==> src/hdl/espc_pkg.sv <==
`timescale 1ns / 1ps
// Shared widths, codes and types of the encoder speed PI controller.
package espc_pkg;

	localparam int AVG_DEPTH_DEF = 8;

	localparam int CNT_W       = 16;
	localparam int RPM_W       = 24;
	localparam int DUTY_W      = 8;
	localparam int CMP_W       = 10;
	localparam int GAIN_W      = 16;
	localparam int INTEG_W     = 48;
	localparam int CFG_W       = 16;
	localparam int REG_IDX_W   = 3;
	localparam int TDATA_OUT_W = 48;

	localparam int ACC_W  = 65;
	localparam int DIVD_W = 36;
	localparam int DVSR_W = 16;
	localparam int MR_W   = 23;
	localparam int STEP_W = 6;

	localparam logic [REG_IDX_W-1:0] REG_TARGET = 3'd0;
	localparam logic [REG_IDX_W-1:0] REG_ENABLE = 3'd1;
	localparam logic [REG_IDX_W-1:0] REG_CPR    = 3'd2;
	localparam logic [REG_IDX_W-1:0] REG_KP     = 3'd3;
	localparam logic [REG_IDX_W-1:0] REG_KI     = 3'd4;

	typedef enum logic {
		OP_MUL,
		OP_DIV
	} alu_op_t;

	typedef struct packed {
		logic              start;
		alu_op_t           op;
		logic              acc_keep;
		logic [STEP_W-1:0] steps;
	} alu_cmd_t;

	typedef struct packed {
		logic busy;
		logic done;
	} alu_stat_t;

endpackage

==> src/hdl/espc_ram.sv <==
`timescale 1ns / 1ps
// Generic single-port-write, registered-read RAM.
module espc_ram #(
	parameter int WIDTH = 24,
	parameter int DEPTH = 8,
	localparam int AW = (DEPTH > 1) ? $clog2(DEPTH) : 1
) (
	input  logic             clk,
	input  logic             we,
	input  logic [AW-1:0]    waddr,
	input  logic [WIDTH-1:0] wdata,
	input  logic             re,
	input  logic [AW-1:0]    raddr,
	output logic [WIDTH-1:0] rdata
);

	logic [WIDTH-1:0] mem [DEPTH];

	always_ff @(posedge clk) begin
		if (we) begin
			mem[waddr] <= wdata;
		end
		if (re) begin
			rdata <= mem[raddr];
		end
	end

endmodule

==> src/hdl/espc_alu.sv <==
`timescale 1ns / 1ps
// Shared iterative unit: shift-add signed multiply and restoring divide on one adder.
module espc_alu import espc_pkg::*; (
	input  logic             clk,
	input  logic             arst_n,
	input  alu_cmd_t         cmd,
	input  logic [ACC_W-1:0] opnd_a,
	input  logic [MR_W-1:0]  opnd_b,
	output alu_stat_t        stat,
	output logic [ACC_W-1:0] result
);

	logic              busy_q;
	logic              done_q;
	alu_op_t           op_q;
	logic [STEP_W-1:0] steps_q;
	logic [ACC_W-1:0]  wide_q;
	logic [ACC_W-1:0]  acc_q;
	logic [MR_W-1:0]   mr_q;

	logic [ACC_W-1:0]  add_a;
	logic [ACC_W-1:0]  add_b;
	logic              cin;
	logic [ACC_W-1:0]  sum;
	logic              last;
	logic              ge;
	logic [DVSR_W:0]   rem_sh;

	always_comb begin
		last   = (steps_q == STEP_W'(1));
		rem_sh = {acc_q[DVSR_W-1:0], wide_q[DIVD_W-1]};
		if (op_q == OP_DIV) begin
			add_a = ACC_W'(rem_sh);
			add_b = ~ACC_W'(mr_q[DVSR_W-1:0]);
			cin   = 1'b1;
		end else begin
			add_a = acc_q;
			add_b = mr_q[0] ? (last ? ~wide_q : wide_q) : '0;
			cin   = mr_q[0] & last;
		end
		sum = add_a + add_b + ACC_W'(cin);
		ge  = ~sum[ACC_W-1];
	end

	always_ff @(posedge clk or negedge arst_n) begin
		if (!arst_n) begin
			busy_q  <= 1'b0;
			done_q  <= 1'b0;
			op_q    <= OP_MUL;
			steps_q <= '0;
		end else begin
			done_q <= 1'b0;
			if (cmd.start) begin
				busy_q  <= 1'b1;
				op_q    <= cmd.op;
				steps_q <= cmd.steps;
			end else if (busy_q) begin
				steps_q <= steps_q - STEP_W'(1);
				if (last) begin
					busy_q <= 1'b0;
					done_q <= 1'b1;
				end
			end
		end
	end

	always_ff @(posedge clk) begin
		if (cmd.start) begin
			wide_q <= opnd_a;
			mr_q   <= opnd_b;
			if (cmd.op == OP_DIV || !cmd.acc_keep) begin
				acc_q <= '0;
			end
		end else if (busy_q) begin
			if (op_q == OP_DIV) begin
				acc_q  <= ge ? sum : ACC_W'(rem_sh);
				wide_q <= {wide_q[ACC_W-2:0], ge};
			end else begin
				acc_q  <= sum;
				wide_q <= {wide_q[ACC_W-2:0], 1'b0};
				mr_q   <= {1'b0, mr_q[MR_W-1:1]};
			end
		end
	end

	assign stat.busy = busy_q;
	assign stat.done = done_q;
	assign result    = (op_q == OP_DIV) ? wide_q : acc_q;

endmodule

==> src/hdl/encoder_speed_pi_controller_top.sv <==
`timescale 1ns / 1ps
// Encoder speed measurement with moving average and PI speed controller, top level.
//
// One item is in work at a time; s_axis_tready is high only while the block waits
// for an item. The time per item is set by one shared shift-add/subtract unit that
// does a bit per cycle. A measure item takes a 36-step divide for the speed and a
// divide of the window sum by the entry count. An enabled control item takes two
// 23-step multiplies for the proportional and integral terms. A control item while
// disabled goes straight to the output. A finished result sits in the output
// register, so the next item is taken while it waits. The window entries live in a
// RAM with undefined contents after reset; an entry is read only once written.
module encoder_speed_pi_controller_top import espc_pkg::*; #(
	parameter int AVERAGE_DEPTH = AVG_DEPTH_DEF
) (
	input  logic                   clk,
	input  logic                   arst_n,
	input  logic                   s_axis_tvalid,
	output logic                   s_axis_tready,
	input  logic [CNT_W-1:0]       s_axis_tdata,   // [15:0] encoder_count
	input  logic                   s_axis_tuser,   // [0] func
	output logic                   m_axis_tvalid,
	input  logic                   m_axis_tready,
	output logic [TDATA_OUT_W-1:0] m_axis_tdata,   // [23:0] avg_rpm, [31:24] speed_duty,
	                                               // [41:32] pwm_compare, [47:42] zero
	output logic                   m_axis_tuser,   // [0] pwm_written
	input  logic                   cfg_we,
	input  logic [REG_IDX_W-1:0]   cfg_idx,
	input  logic [CFG_W-1:0]       cfg_data
);

	localparam int PW    = (AVERAGE_DEPTH > 1) ? $clog2(AVERAGE_DEPTH) : 1;
	localparam int SUM_W = RPM_W + $clog2(AVERAGE_DEPTH);
	localparam int N_W   = $clog2(AVERAGE_DEPTH + 1);
	localparam int ERR_W = 26;
	localparam int MAG_W = CNT_W + 1;
	localparam int PROD_W = 38;

	localparam int RPM_SCALE    = 1536000;
	localparam int DIV5_RECIP   = 52429;
	localparam int DIV100_RECIP = 5243;
	localparam int CMP_RECIP    = 134050627;
	localparam int TOTAL_SAT    = 10100;
	localparam int SPD_SAT      = 1280;
	localparam int DUTY_MAX     = 100;
	localparam int CMP_MAX      = 799;
	localparam int CPR_RESET    = 1024;

	typedef enum logic [3:0] {
		S_IDLE,
		S_MEAS,
		S_RPM_GO,
		S_RPM_WAIT,
		S_SUM,
		S_AVG_GO,
		S_AVG_WAIT,
		S_ERR,
		S_INTEG,
		S_KP_GO,
		S_KP_WAIT,
		S_KI_GO,
		S_KI_WAIT,
		S_DUTY,
		S_CMP,
		S_OUT
	} state_t;

	function automatic logic [DUTY_W-1:0] speed_duty_of(input logic [RPM_W-1:0] avg);
		logic [14:0] x;
		logic [26:0] p;
		x = avg[RPM_W-1:9];
		p = {16'b0, x[10:0]} * 27'(DIV5_RECIP);
		if (x >= 15'(SPD_SAT)) begin
			return '1;
		end
		return p[25:18];
	endfunction

	function automatic logic [6:0] duty_of_total(input logic [ACC_W-1:0] t);
		logic [13:0] x;
		logic [26:0] p;
		x = t[29:16];
		p = {13'b0, x} * 27'(DIV100_RECIP);
		if (t[ACC_W-1] || t == '0) begin
			return '0;
		end
		if (t[ACC_W-1:16] >= (ACC_W-16)'(TOTAL_SAT)) begin
			return 7'(DUTY_MAX);
		end
		return p[25:19];
	endfunction

	function automatic logic [CMP_W-1:0] compare_of(input logic [6:0] d);
		logic [34:0] p;
		p = {28'b0, d} * 35'(CMP_RECIP);
		return p[33:24];
	endfunction

	state_t                   state_q;
	logic [CNT_W-1:0]         target_q;
	logic                     en_q;
	logic [CNT_W-1:0]         cpr_q;
	logic [GAIN_W-1:0]        kp_q;
	logic [GAIN_W-1:0]        ki_q;
	logic [CNT_W-1:0]         last_q;
	logic [PW-1:0]            pos_q;
	logic                     full_q;
	logic [SUM_W-1:0]         sum_q;
	logic [RPM_W-1:0]         avg_q;
	logic signed [INTEG_W-1:0] integ_q;
	logic [CMP_W-1:0]         cmp_q;
	logic                     wr_q;

	logic [CNT_W-1:0]         count_q;
	logic [DIVD_W-1:0]        prod_q;
	logic [RPM_W-1:0]         rpm_q;
	logic [N_W-1:0]           n_q;
	logic signed [ERR_W-1:0]  err_q;
	logic [6:0]               duty_q;

	logic [CNT_W-1:0]         diff;
	logic [MAG_W-1:0]         mag;
	logic [PROD_W-1:0]        prod_full;
	logic [DVSR_W-1:0]        divisor;
	logic [RPM_W-1:0]         old_rpm;
	logic [RPM_W-1:0]         rpm_sat;
	logic [SUM_W-1:0]         sum_nxt;
	logic [PW-1:0]            pos_nxt;
	logic                     wrap;
	logic                     full_nxt;
	logic [N_W-1:0]           n_nxt;
	logic signed [ERR_W-1:0]  err_nxt;
	logic signed [INTEG_W:0]  integ_sum;
	logic signed [INTEG_W-1:0] integ_nxt;
	logic signed [MR_W-1:0]   kp_ext;
	logic signed [MR_W-1:0]   kp100;

	alu_cmd_t                 alu_cmd;
	alu_stat_t                alu_st;
	logic [ACC_W-1:0]         opnd_a;
	logic [MR_W-1:0]          opnd_b;
	logic [ACC_W-1:0]         alu_res;

	assign s_axis_tready = (state_q == S_IDLE);

	always_comb begin
		diff      = count_q - last_q;
		mag       = diff[CNT_W-1] ? (MAG_W'(1) << CNT_W) - {1'b0, diff} : {1'b0, diff};
		prod_full = {{(PROD_W-MAG_W){1'b0}}, mag} * PROD_W'(RPM_SCALE);
		divisor   = (cpr_q == '0) ? DVSR_W'(1) : cpr_q;
		rpm_sat   = (|alu_res[DIVD_W-1:RPM_W]) ? '1 : alu_res[RPM_W-1:0];
		sum_nxt   = sum_q - (full_q ? SUM_W'(old_rpm) : '0) + SUM_W'(rpm_q);
		wrap      = (pos_q == PW'(AVERAGE_DEPTH - 1));
		pos_nxt   = wrap ? '0 : PW'(pos_q + 1'b1);
		full_nxt  = full_q | wrap;
		n_nxt     = full_nxt ? N_W'(AVERAGE_DEPTH) : N_W'(pos_nxt);
		err_nxt   = $signed({2'b0, target_q, 8'b0}) - $signed({2'b0, avg_q});
		integ_sum = $signed({integ_q[INTEG_W-1], integ_q})
		            + $signed({{(INTEG_W+1-ERR_W){err_q[ERR_W-1]}}, err_q});
		if (integ_sum[INTEG_W] != integ_sum[INTEG_W-1]) begin
			integ_nxt = integ_sum[INTEG_W] ? {1'b1, {(INTEG_W-1){1'b0}}}
			                               : {1'b0, {(INTEG_W-1){1'b1}}};
		end else begin
			integ_nxt = integ_sum[INTEG_W-1:0];
		end
		kp_ext = $signed({{(MR_W-GAIN_W){kp_q[GAIN_W-1]}}, kp_q});
		kp100  = (kp_ext <<< 6) + (kp_ext <<< 5) + (kp_ext <<< 2);
	end

	always_comb begin
		alu_cmd = '0;
		opnd_a  = '0;
		opnd_b  = '0;
		unique case (state_q)
			S_RPM_GO: begin
				alu_cmd.start = 1'b1;
				alu_cmd.op    = OP_DIV;
				alu_cmd.steps = STEP_W'(DIVD_W);
				opnd_a        = ACC_W'(prod_q);
				opnd_b        = MR_W'(divisor);
			end
			S_AVG_GO: begin
				alu_cmd.start = 1'b1;
				alu_cmd.op    = OP_DIV;
				alu_cmd.steps = STEP_W'(SUM_W);
				opnd_a        = ACC_W'({sum_q, {(DIVD_W-SUM_W){1'b0}}});
				opnd_b        = MR_W'(n_q);
			end
			S_KP_GO: begin
				alu_cmd.start = 1'b1;
				alu_cmd.op    = OP_MUL;
				alu_cmd.steps = STEP_W'(MR_W);
				opnd_a        = {{(ACC_W-ERR_W){err_q[ERR_W-1]}}, err_q};
				opnd_b        = kp100;
			end
			S_KI_GO: begin
				alu_cmd.start    = 1'b1;
				alu_cmd.op       = OP_MUL;
				alu_cmd.acc_keep = 1'b1;
				alu_cmd.steps    = STEP_W'(MR_W);
				opnd_a           = {{(ACC_W-INTEG_W){integ_q[INTEG_W-1]}}, integ_q};
				opnd_b           = {{(MR_W-GAIN_W){ki_q[GAIN_W-1]}}, ki_q};
			end
			default: begin
			end
		endcase
	end

	espc_alu u_alu (
		.clk    (clk),
		.arst_n (arst_n),
		.cmd    (alu_cmd),
		.opnd_a (opnd_a),
		.opnd_b (opnd_b),
		.stat   (alu_st),
		.result (alu_res)
	);

	espc_ram #(
		.WIDTH (RPM_W),
		.DEPTH (AVERAGE_DEPTH)
	) u_window (
		.clk   (clk),
		.we    (state_q == S_SUM),
		.waddr (pos_q),
		.wdata (rpm_q),
		.re    (state_q == S_MEAS && full_q),
		.raddr (pos_q),
		.rdata (old_rpm)
	);

	always_ff @(posedge clk or negedge arst_n) begin
		if (!arst_n) begin
			state_q       <= S_IDLE;
			target_q      <= '0;
			en_q          <= 1'b0;
			cpr_q         <= CNT_W'(CPR_RESET);
			kp_q          <= '0;
			ki_q          <= '0;
			last_q        <= '0;
			pos_q         <= '0;
			full_q        <= 1'b0;
			sum_q         <= '0;
			avg_q         <= '0;
			integ_q       <= '0;
			cmp_q         <= '0;
			wr_q          <= 1'b0;
			m_axis_tvalid <= 1'b0;
			m_axis_tdata  <= '0;
			m_axis_tuser  <= 1'b0;
		end else begin
			if (m_axis_tvalid && m_axis_tready && state_q != S_OUT) begin
				m_axis_tvalid <= 1'b0;
			end
			unique case (state_q)
				S_IDLE: begin
					if (s_axis_tvalid) begin
						wr_q <= s_axis_tuser & en_q;
						if (!s_axis_tuser) begin
							state_q <= S_MEAS;
						end else if (en_q) begin
							state_q <= S_ERR;
						end else begin
							state_q <= S_OUT;
						end
					end
				end
				S_MEAS: begin
					last_q  <= count_q;
					state_q <= S_RPM_GO;
				end
				S_RPM_GO:   state_q <= S_RPM_WAIT;
				S_RPM_WAIT: begin
					if (alu_st.done) begin
						state_q <= S_SUM;
					end
				end
				S_SUM: begin
					sum_q   <= sum_nxt;
					pos_q   <= pos_nxt;
					full_q  <= full_nxt;
					state_q <= S_AVG_GO;
				end
				S_AVG_GO:   state_q <= S_AVG_WAIT;
				S_AVG_WAIT: begin
					if (alu_st.done) begin
						avg_q   <= alu_res[RPM_W-1:0];
						state_q <= S_OUT;
					end
				end
				S_ERR:      state_q <= S_INTEG;
				S_INTEG: begin
					integ_q <= integ_nxt;
					state_q <= S_KP_GO;
				end
				S_KP_GO:    state_q <= S_KP_WAIT;
				S_KP_WAIT: begin
					if (alu_st.done) begin
						state_q <= S_KI_GO;
					end
				end
				S_KI_GO:    state_q <= S_KI_WAIT;
				S_KI_WAIT: begin
					if (alu_st.done) begin
						state_q <= S_DUTY;
					end
				end
				S_DUTY:     state_q <= S_CMP;
				S_CMP: begin
					cmp_q   <= compare_of(duty_q);
					state_q <= S_OUT;
				end
				S_OUT: begin
					if (!m_axis_tvalid || m_axis_tready) begin
						m_axis_tvalid <= 1'b1;
						m_axis_tdata  <= {{(TDATA_OUT_W-CMP_W-DUTY_W-RPM_W){1'b0}},
						                  cmp_q, speed_duty_of(avg_q), avg_q};
						m_axis_tuser  <= wr_q;
						state_q       <= S_IDLE;
					end
				end
				default: state_q <= S_IDLE;
			endcase
			if (cfg_we) begin
				case (cfg_idx)
					REG_TARGET: begin
						target_q <= cfg_data;
						integ_q  <= '0;
					end
					REG_ENABLE: begin
						en_q <= cfg_data[0];
						if (!cfg_data[0]) begin
							integ_q <= '0;
						end
					end
					REG_CPR: cpr_q <= cfg_data;
					REG_KP:  kp_q  <= cfg_data;
					REG_KI:  ki_q  <= cfg_data;
					default: begin
					end
				endcase
			end
		end
	end

	always_ff @(posedge clk) begin
		if (state_q == S_IDLE && s_axis_tvalid) begin
			count_q <= s_axis_tdata;
		end
		if (state_q == S_MEAS) begin
			prod_q <= prod_full[DIVD_W-1:0];
		end
		if (state_q == S_RPM_WAIT && alu_st.done) begin
			rpm_q <= rpm_sat;
		end
		if (state_q == S_SUM) begin
			n_q <= n_nxt;
		end
		if (state_q == S_ERR) begin
			err_q <= err_nxt;
		end
		if (state_q == S_DUTY) begin
			duty_q <= duty_of_total(alu_res);
		end
	end

	a_ready_alu_free: assert property (@(posedge clk) disable iff (!arst_n)
		s_axis_tready |-> !alu_st.busy)
		else $error("item taken while the shared unit is busy");

	a_pos_range: assert property (@(posedge clk) disable iff (!arst_n)
		pos_q <= PW'(AVERAGE_DEPTH - 1))
		else $error("window position beyond depth");

	a_integ_clear: assert property (@(posedge clk) disable iff (!arst_n)
		(cfg_we && cfg_idx == REG_TARGET) |=> (integ_q == '0))
		else $error("integral not cleared by target write");

	a_cmp_range: assert property (@(posedge clk) disable iff (!arst_n)
		cmp_q <= CMP_W'(CMP_MAX))
		else $error("compare value above period");

endmodule

==> config.mk <==
export PLATFORM = sky130hd
export DESIGN_NAME = encoder_speed_pi_controller_top
export DESIGN_NICKNAME = d
export VERILOG_FILES = /design/src/hdl/espc_pkg.sv /design/src/hdl/espc_ram.sv /design/src/hdl/espc_alu.sv /design/src/hdl/encoder_speed_pi_controller_top.sv
export SDC_FILE = /design/constraint.sdc
export NUM_CORES = 2
export LEC_CHECK = 0
export CAP_MARGIN = 30
export CORE_UTILIZATION = 35
export CTS_CLUSTER_DIAMETER = 50
export DETAILED_ROUTE_END_ITERATION = 10
export DONT_BUFFER_PORTS = 1
export GPL_ROUTABILITY_DRIVEN = 0
export HOLD_SLACK_MARGIN = 0.05
export PLACE_DENSITY = 0.57
export SLEW_MARGIN = 10
export SYNTH_ARGS = -nofsm -noshare
export SYNTH_HDL_FRONTEND = slang
export SYNTH_SLANG_ARGS = --single-unit
==> constraint.sdc <==
create_clock -name clk -period 6.8 [get_ports clk]
set_clock_uncertainty 0.1 [all_clocks]
set_input_delay 0.68 -clock clk [delete_from_list [all_inputs] [get_ports clk]]
set_output_delay 0.68 -clock clk [all_outputs]
set_load 0.005 [all_outputs]
## Yosys cells after proc, flatten, opt, wreduce, memory -nomap -nowiden

Memories as Yosys holds them, arrays and structs flattened. A register that Yosys moved wholly into a read port is not among the register bits.
Index checks and enable logic that the tools add are counted.

| word-level totals | value |
|---|---|
| flip-flop bits (word level) | 505 |
| RAM bits | 192 |
| output and inout port bits | 51 |
| memories kept | 1 |

| cells by class | value |
|---|---|
| $add $sub $neg | 12 |
| $mul | 4 |
| magnitude comparators | 2 |
| eq/ne operators | 31 |
| multiplexer cells | 69 |
| bitwise logic cells | 6 |
| reductions and logical operators | 29 |

Memory list:

| name | words | width | rd ports | clocked after Yosys merged registers in | write ports | RTL line | text |
|---|---|---|---|---|---|---|---|
| u_window.mem | 8 | 24 | 1 | 1 | 1 | espc_ram.sv:17 | `logic [WIDTH-1:0] mem [DEPTH];` |

Operators by type and width:

| operator | count |
|---|---|
| 65-bit 2-to-1 mux | 11 |
| 65-bit case mux with 4 select lines | 1 |
| 48-bit 2-to-1 mux | 5 |
| 48-bit case mux with 2 select lines | 1 |
| 23-bit case mux with 4 select lines | 1 |
| 23-bit 2-to-1 mux | 3 |
| 65-bit by 1-bit adder with 65-bit output | 1 |
| 65-bit adder | 1 |
| 65-bit zero test | 1 |
| 16-bit NOT with 65-bit output | 1 |
| 65-bit NOT | 1 |
| 64-bit 2-to-1 mux | 1 |
| 4-bit case mux with 16 select lines | 1 |
| 48-bit by 25-bit adder with 49-bit output | 1 |
| 49-bit by 14-bit greater-or-equal comparator with 1-bit output (second input constant) | 1 |
| 4-bit 2-to-1 mux | 9 |
| 7-bit by 27-bit multiplier with 34-bit output (second input constant) | 1 |
| 4-bit equality test (second input constant) | 8 |
| 7-bit 2-to-1 mux | 4 |
| 27-bit by 24-bit adder with 27-bit output | 1 |
| 27-bit by 24-bit subtractor with 27-bit output | 1 |
| 11-bit by 16-bit multiplier with 26-bit output (second input constant) | 1 |
| 14-bit by 13-bit multiplier with 26-bit output (second input constant) | 1 |
| 24-bit by 24-bit subtractor with 25-bit output | 1 |
| other kinds (42) | 95 |

## Longest topological paths before layout

| logic depth | value |
|---|---|
| depth after elaboration | 10 |
| depth in mapped cells | 34 |
| gate-level depth less buffers | 34 |

## Modules after synthesis

From an unflattened synthesis, not the netlist that was laid out.

| second synthesis, totals | value |
|---|---|
| cell total of the unflattened synthesis | 5,117 |
| area, all modules | 54,233.3 um^2 |

Modules (own cells, without submodules):

| module | times used | cells each | area an instance (um^2) |
|---|---|---|---|
| encoder_speed_pi_controller_top | 1 | 3,432 | 33,271.9 |
| espc_alu | 1 | 1,371 | 12,911.1 |
| espc_ram | 1 | 314 | 8,050.2 |

## Worst setup path after synthesis

OpenSTA, ideal clock, no wires.

| timing path | value |
|---|---|
| path kind | flip-flop to flip-flop |
| start point | register count_q[5] |
| end point | register prod_q[33], data pin |
| arrival time | 7.042 ns |
| data required time | 6.442 ns |
| path slack | -0.601 ns |
| stages on the path, launching flop included | 29 |
| buffers on the path | 1 |
| period minus slack after synthesis | 7.401 ns |
| cells stage by stage | edfxtp_1 -> ha_1 -> or3_1 -> nand2b_1 -> o211a_1 -> o31a_1 -> o21ai_0 -> a211oi_2 -> clkbuf_1 -> or2_2 -> xnor2_1 -> inv_1 -> fa_1 -> fa_1 -> inv_1 -> fa_1 -> inv_1 -> fa_1 -> inv_1 -> ha_1 -> a211o_1 -> a21oi_1 -> o21ai_0 -> a211oi_1 -> o21ai_0 -> a31o_2 -> a21o_1 -> a21oi_1 -> xnor2_1 |

| between the ends | value |
|---|---|
| cells in the longest elaborated chain, start to end | 4 |

RTL lines:

| element | RTL line | text |
|---|---|---|
| start: declaration | encoder_speed_pi_controller_top.sv:113 | `logic [CNT_W-1:0] count_q;` |
| start signal: assignment | encoder_speed_pi_controller_top.sv:347 | `count_q <= s_axis_tdata;` |
| 16-bit subtractor * | encoder_speed_pi_controller_top.sv:146 | `diff = count_q - last_q;` |
| 17-bit by 16-bit subtractor with 17-bit output | encoder_speed_pi_controller_top.sv:147 | `mag = diff[CNT_W-1] ? (MAG_W'(1) << CNT_W) - {1'b0, diff} : {1'b0, diff};` |
| 17-bit 2-to-1 mux * | encoder_speed_pi_controller_top.sv:147 |  |
| 17-bit by 9-bit multiplier with 24-bit output * | encoder_speed_pi_controller_top.sv:148 | `prod_full = {{(PROD_W-MAG_W){1'b0}}, mag} * PROD_W'(RPM_SCALE);` |
| net prod_full[33] | encoder_speed_pi_controller_top.sv:122 | `logic [PROD_W-1:0] prod_full;` |
| end signal: assignment | encoder_speed_pi_controller_top.sv:350 | `prod_q <= prod_full[DIVD_W-1:0];` |
| end: declaration | encoder_speed_pi_controller_top.sv:114 | `logic [DIVD_W-1:0] prod_q;` |

Mark *: on every way through the listed nets, which the timed path passes. The rest lies on a longest branch.
A chain may end at the register's enable or synchronous reset.

## Worst setup path in the final report

| timing path | value |
|---|---|
| start point | register count_q[4] |
| end point | register prod_q[33], data pin |

The elaborated chain is that of the path after synthesis.

==> impl_metrics.csv <==
group,metric,value,unit
status,run_status,"finished, violations left",
status,violations,"setup timing",
final_layout,finish.instance_area,60130,µm²
synthesis,synth-edff-count,469,
floorplanning,die_y,389.0,µm
final_layout,n_antenna_cell,0,
timing,hold_viol_final,0,
placement,placed_cells,6943,
synthesis,synth-compound-area-share,0.1440,
routing,vias,38010,
setup_path,startpoint_type,"flip-flop",
cts,clk_pin_slew,60,ps
timing,maxSlewHeadroom,0.3497,
pwr,power.density,295.6,nW/µm²
global_routing,grt_pass1_vias,38080,
cts,tritoncts,"yes",
synthesis,yosysTopAreaCellShare,0.2686,
routing,drtIter0Drc,3009,
setup_path,crit_fanout,5,
global_routing,grt_overflow_total,0,
timing,tns,-391.1,ps
final_layout,drive_gt1_frac,0.1273,
placement,place_area,55910,µm²
global_routing,grt_pass1_wl,224900,µm
timing,drv_slew,0,
timing,tightestPinTransition,975.5,ps
cts,cts_root_buffer,"clkbuf_16",
cts,worstSkewPairLatency,720,ps
final_layout,fin_cells,7185,
timing,fmax,0.1444,GHz
min_path,holdCritStartpoint,"cfg_idx[0]",
cts,clock_sinks,721,
global_routing,antenna_found_initial,7,
synthesis,synth_mux_area_frac,0.03322,
synthesis,synthXorXnorAreaFrac,0.04954,
synthesis,synthArstFlopShare,0.3495,
synthesis,yosys.cell_types.count,91,
timing,setup_slack,-124.4,ps
synthesis,synth_top_cell_by_area,"edfxtp_1",
routing,first_pass_iters,6,
routing,wl_per_cell,20.11,µm
run,maxCapViolCount,0,
setup_path,timing.rr.start,"count_q[4]$_DFFE_PP_",
routing,via_per_inst,5.290,
synthesis,synth_seq_area_share,0.3889,
synthesis,synth_fa_ha_area_frac,0.2209,
placement,dp_hpwl,105200,µm
floorplanning,core,148200,µm²
synthesis,synth-simple-area-share,0.1043,
min_path,worstHoldPathType,"input port to flip-flop",
setup_path,arrival,7290,ps
cts,ctsLongestPathBuffers,3,
floorplanning,initial_utilization,0.3538,
pwr,p_leak,26.65,nW
synthesis,yosysWarnings,0,
floorplanning,design.portCount,92,
synthesis,netlist_area,52430,µm²
pwr,ir_drop,0.0004926,V
synthesis,postSynthCellCount,5014,
global_routing,grt_usage,0.1899,
routing,drc,0,
synthesis,synth_top_family_by_area,"adder cells",
cts,cts_buffers,99,
synthesis,ys.flop_type,"edfxtp_1",
setup_path,critPathRequiredTime,7160,ps
cts,htreeDepth,3,
setup_path,end_kind,"flip-flop",
floorplanning,dieArea,151400,µm²
routing,wl,144500,µm
floorplanning,die_w,389.0,µm
setup_path,crit_path_start,"count_q[4]$_DFFE_PP_",
routing,antenna_left,0,
synthesis,ys_ff_latch,721,
synthesis,syn_area_per_cell,10.46,µm²
synthesis,synth_top_cells_by_area,"edfxtp_1 (27%), ha_1 (12%), dfrtp_1 (12%)",
global_routing,grt_max_degree,253,
setup_path,slowest_stage,"fa_1",
timing,grt_setup_unrepaired,"yes",
timing,setup_viol_count_final,5,
timing,final.period_utilization,1.018,
setup_path,cp_slowest_stage_delay,550,ps
final_layout,syn_to_final_growth,14.69,%
floorplanning,rows,141,
setup_path,critical_path_class,"flip-flop to flip-flop",
timing,period_needed,6924,ps
final_layout,fin_nets,5980,
placement,io_buffers,0,
## path summary, 6_finish.rpt
check / end / slack [ps] / depth (start not counted)
worst max-delay path: prod_q[33]$_DFFE_PN_ / -120 / 29
worst min-delay path: en_q$_DFFE_PN0P_ / 110 / 2
worst max register to register: prod_q[33]$_DFFE_PN_ / -120 / 29
worst min register to register: cmp_q[3]$_DFFE_PN0P_ / 370 / 2
max in group asynchronous: u_alu.op_q$_DFFE_PN0N_ / 4720 / 4
min in group asynchronous: kp_q[14]$_DFFE_PN0P_ / 300 / 2
## critical path: cells and delay by family, from the launching register on
family | cells | cell delay [ps]
buffers and inverters | 4 | 170
AND/OR/NAND/NOR | 4 | 950
XOR/XNOR | 2 | 250
AO/OA/AOI/OAI | 13 | 2580
flip-flops | 1 | 400
adder cells (fa/ha/maj) | 6 | 2230
## repair_timing
action                                  in CTS  in global routing
gates cloned                                 0                  0
endpoints found under the setup margin       8                 12
setup buffers                                5                  7
pin swaps                                   22                 16
endpoints found under the hold margin      336                 62
resized for setup                           17                 21
hold buffers                                34                  1
## synth_stat cells, drive strengths merged (22+ instances only)
master  number
a211oi      31
a21o       110
a21oi      299
a22oi      145
a31oi       42
and2        43
and3        40
buf         38
clkbuf     146
dfrtp      251
edfxtp     469
fa         257
ha         513
inv        600
mux2       120
mux2i       39
nand2      359
nand2b      41
nand3       62
nand4       54
nor2       292
nor2b       79
nor3        71
nor4        30
o211ai      22
o21a        37
o21ai      229
o21bai      43
o22ai       22
xnor2      195
xor2        99
## flip-flops by register name (all words and copies together), names as in the netlist, 24 cells and up
register / flops
u_window.mem: 192
u_alu.acc_q: 65
m_axis_tdata: 42
err_q: 25
sum_q: 27
integ_q: 48
avg_q: 24
rpm_q: 24
prod_q: 24
u_window.rdata: 24
u_alu.wide_q: 65
## report_power, final
group	internal (W)	total, W	switching, W	leakage, nW
Clock	0.00319	0.00536	0.00217	1.67
Sequential	0.00502	0.00534	0.000322	7.46
Combinational	0.00325	0.00707	0.00382	17.5
Total	0.0115	0.0178	0.00631	26.6
## layer usage
metal	up-vias	share of wire	global-route usage
li1	18020	-	-
met1	18830	0.47	0.2689
met2	985	0.45	0.3030
met3	180	0.058	0.03114
met4	4	0.021	0.04359
met5	-	0.00016	0
## stage by stage
stage	hold WS, ps	setup WS [ps]	utilization	total power [W]
finish	110.2	-124.4	0.4058	0.01777
global route	73.45	-434.0	0.4058	0.01921
CTS	57.23	-159.3	0.4039	0.01798
detailed placement	297.2	-317.8	0.3773	0.01247
global placement	296.0	-190.8	0.3767	0.01229
floorplan	284.4	-50.42	-	0.01073
## layout make-up
type	instances	area, µm²
clock inverter	55	638.1
sequential	721	20390
multi-input combinational	3517	29580
fill	14290	88060
tap	1930	2415
inverter	601	2256
timing repair buffer	229	2008
clock buffer	132	2839
## kinds of logic after synthesis
kind of cell               count (synthesis)
xor gates and xnor gates                 295
muxes                                    159
other                                      2
buffers and inverters                    785
and+or+nand+nor                         1145
AOI/OAI and AO/OA                       1135
DFF                                      721
adders and majority gates                772
## cell usage in the layout, fill, tap and decap left out, drive strengths merged, types with 54 or more instances in the layout
cell	instances
a21o	110
a21oi	299
a22oi	145
buf	191
clkbuf	136
dfrtp	251
edfxtp	469
fa	257
ha	513
inv	618
mux2	120
nand2	359
nand3	62
nand4	54
nor2	292
nor2b	79
nor3	71
o21ai	229
xnor2	195
xor2	99
Power figures use the tool's default switching activity.
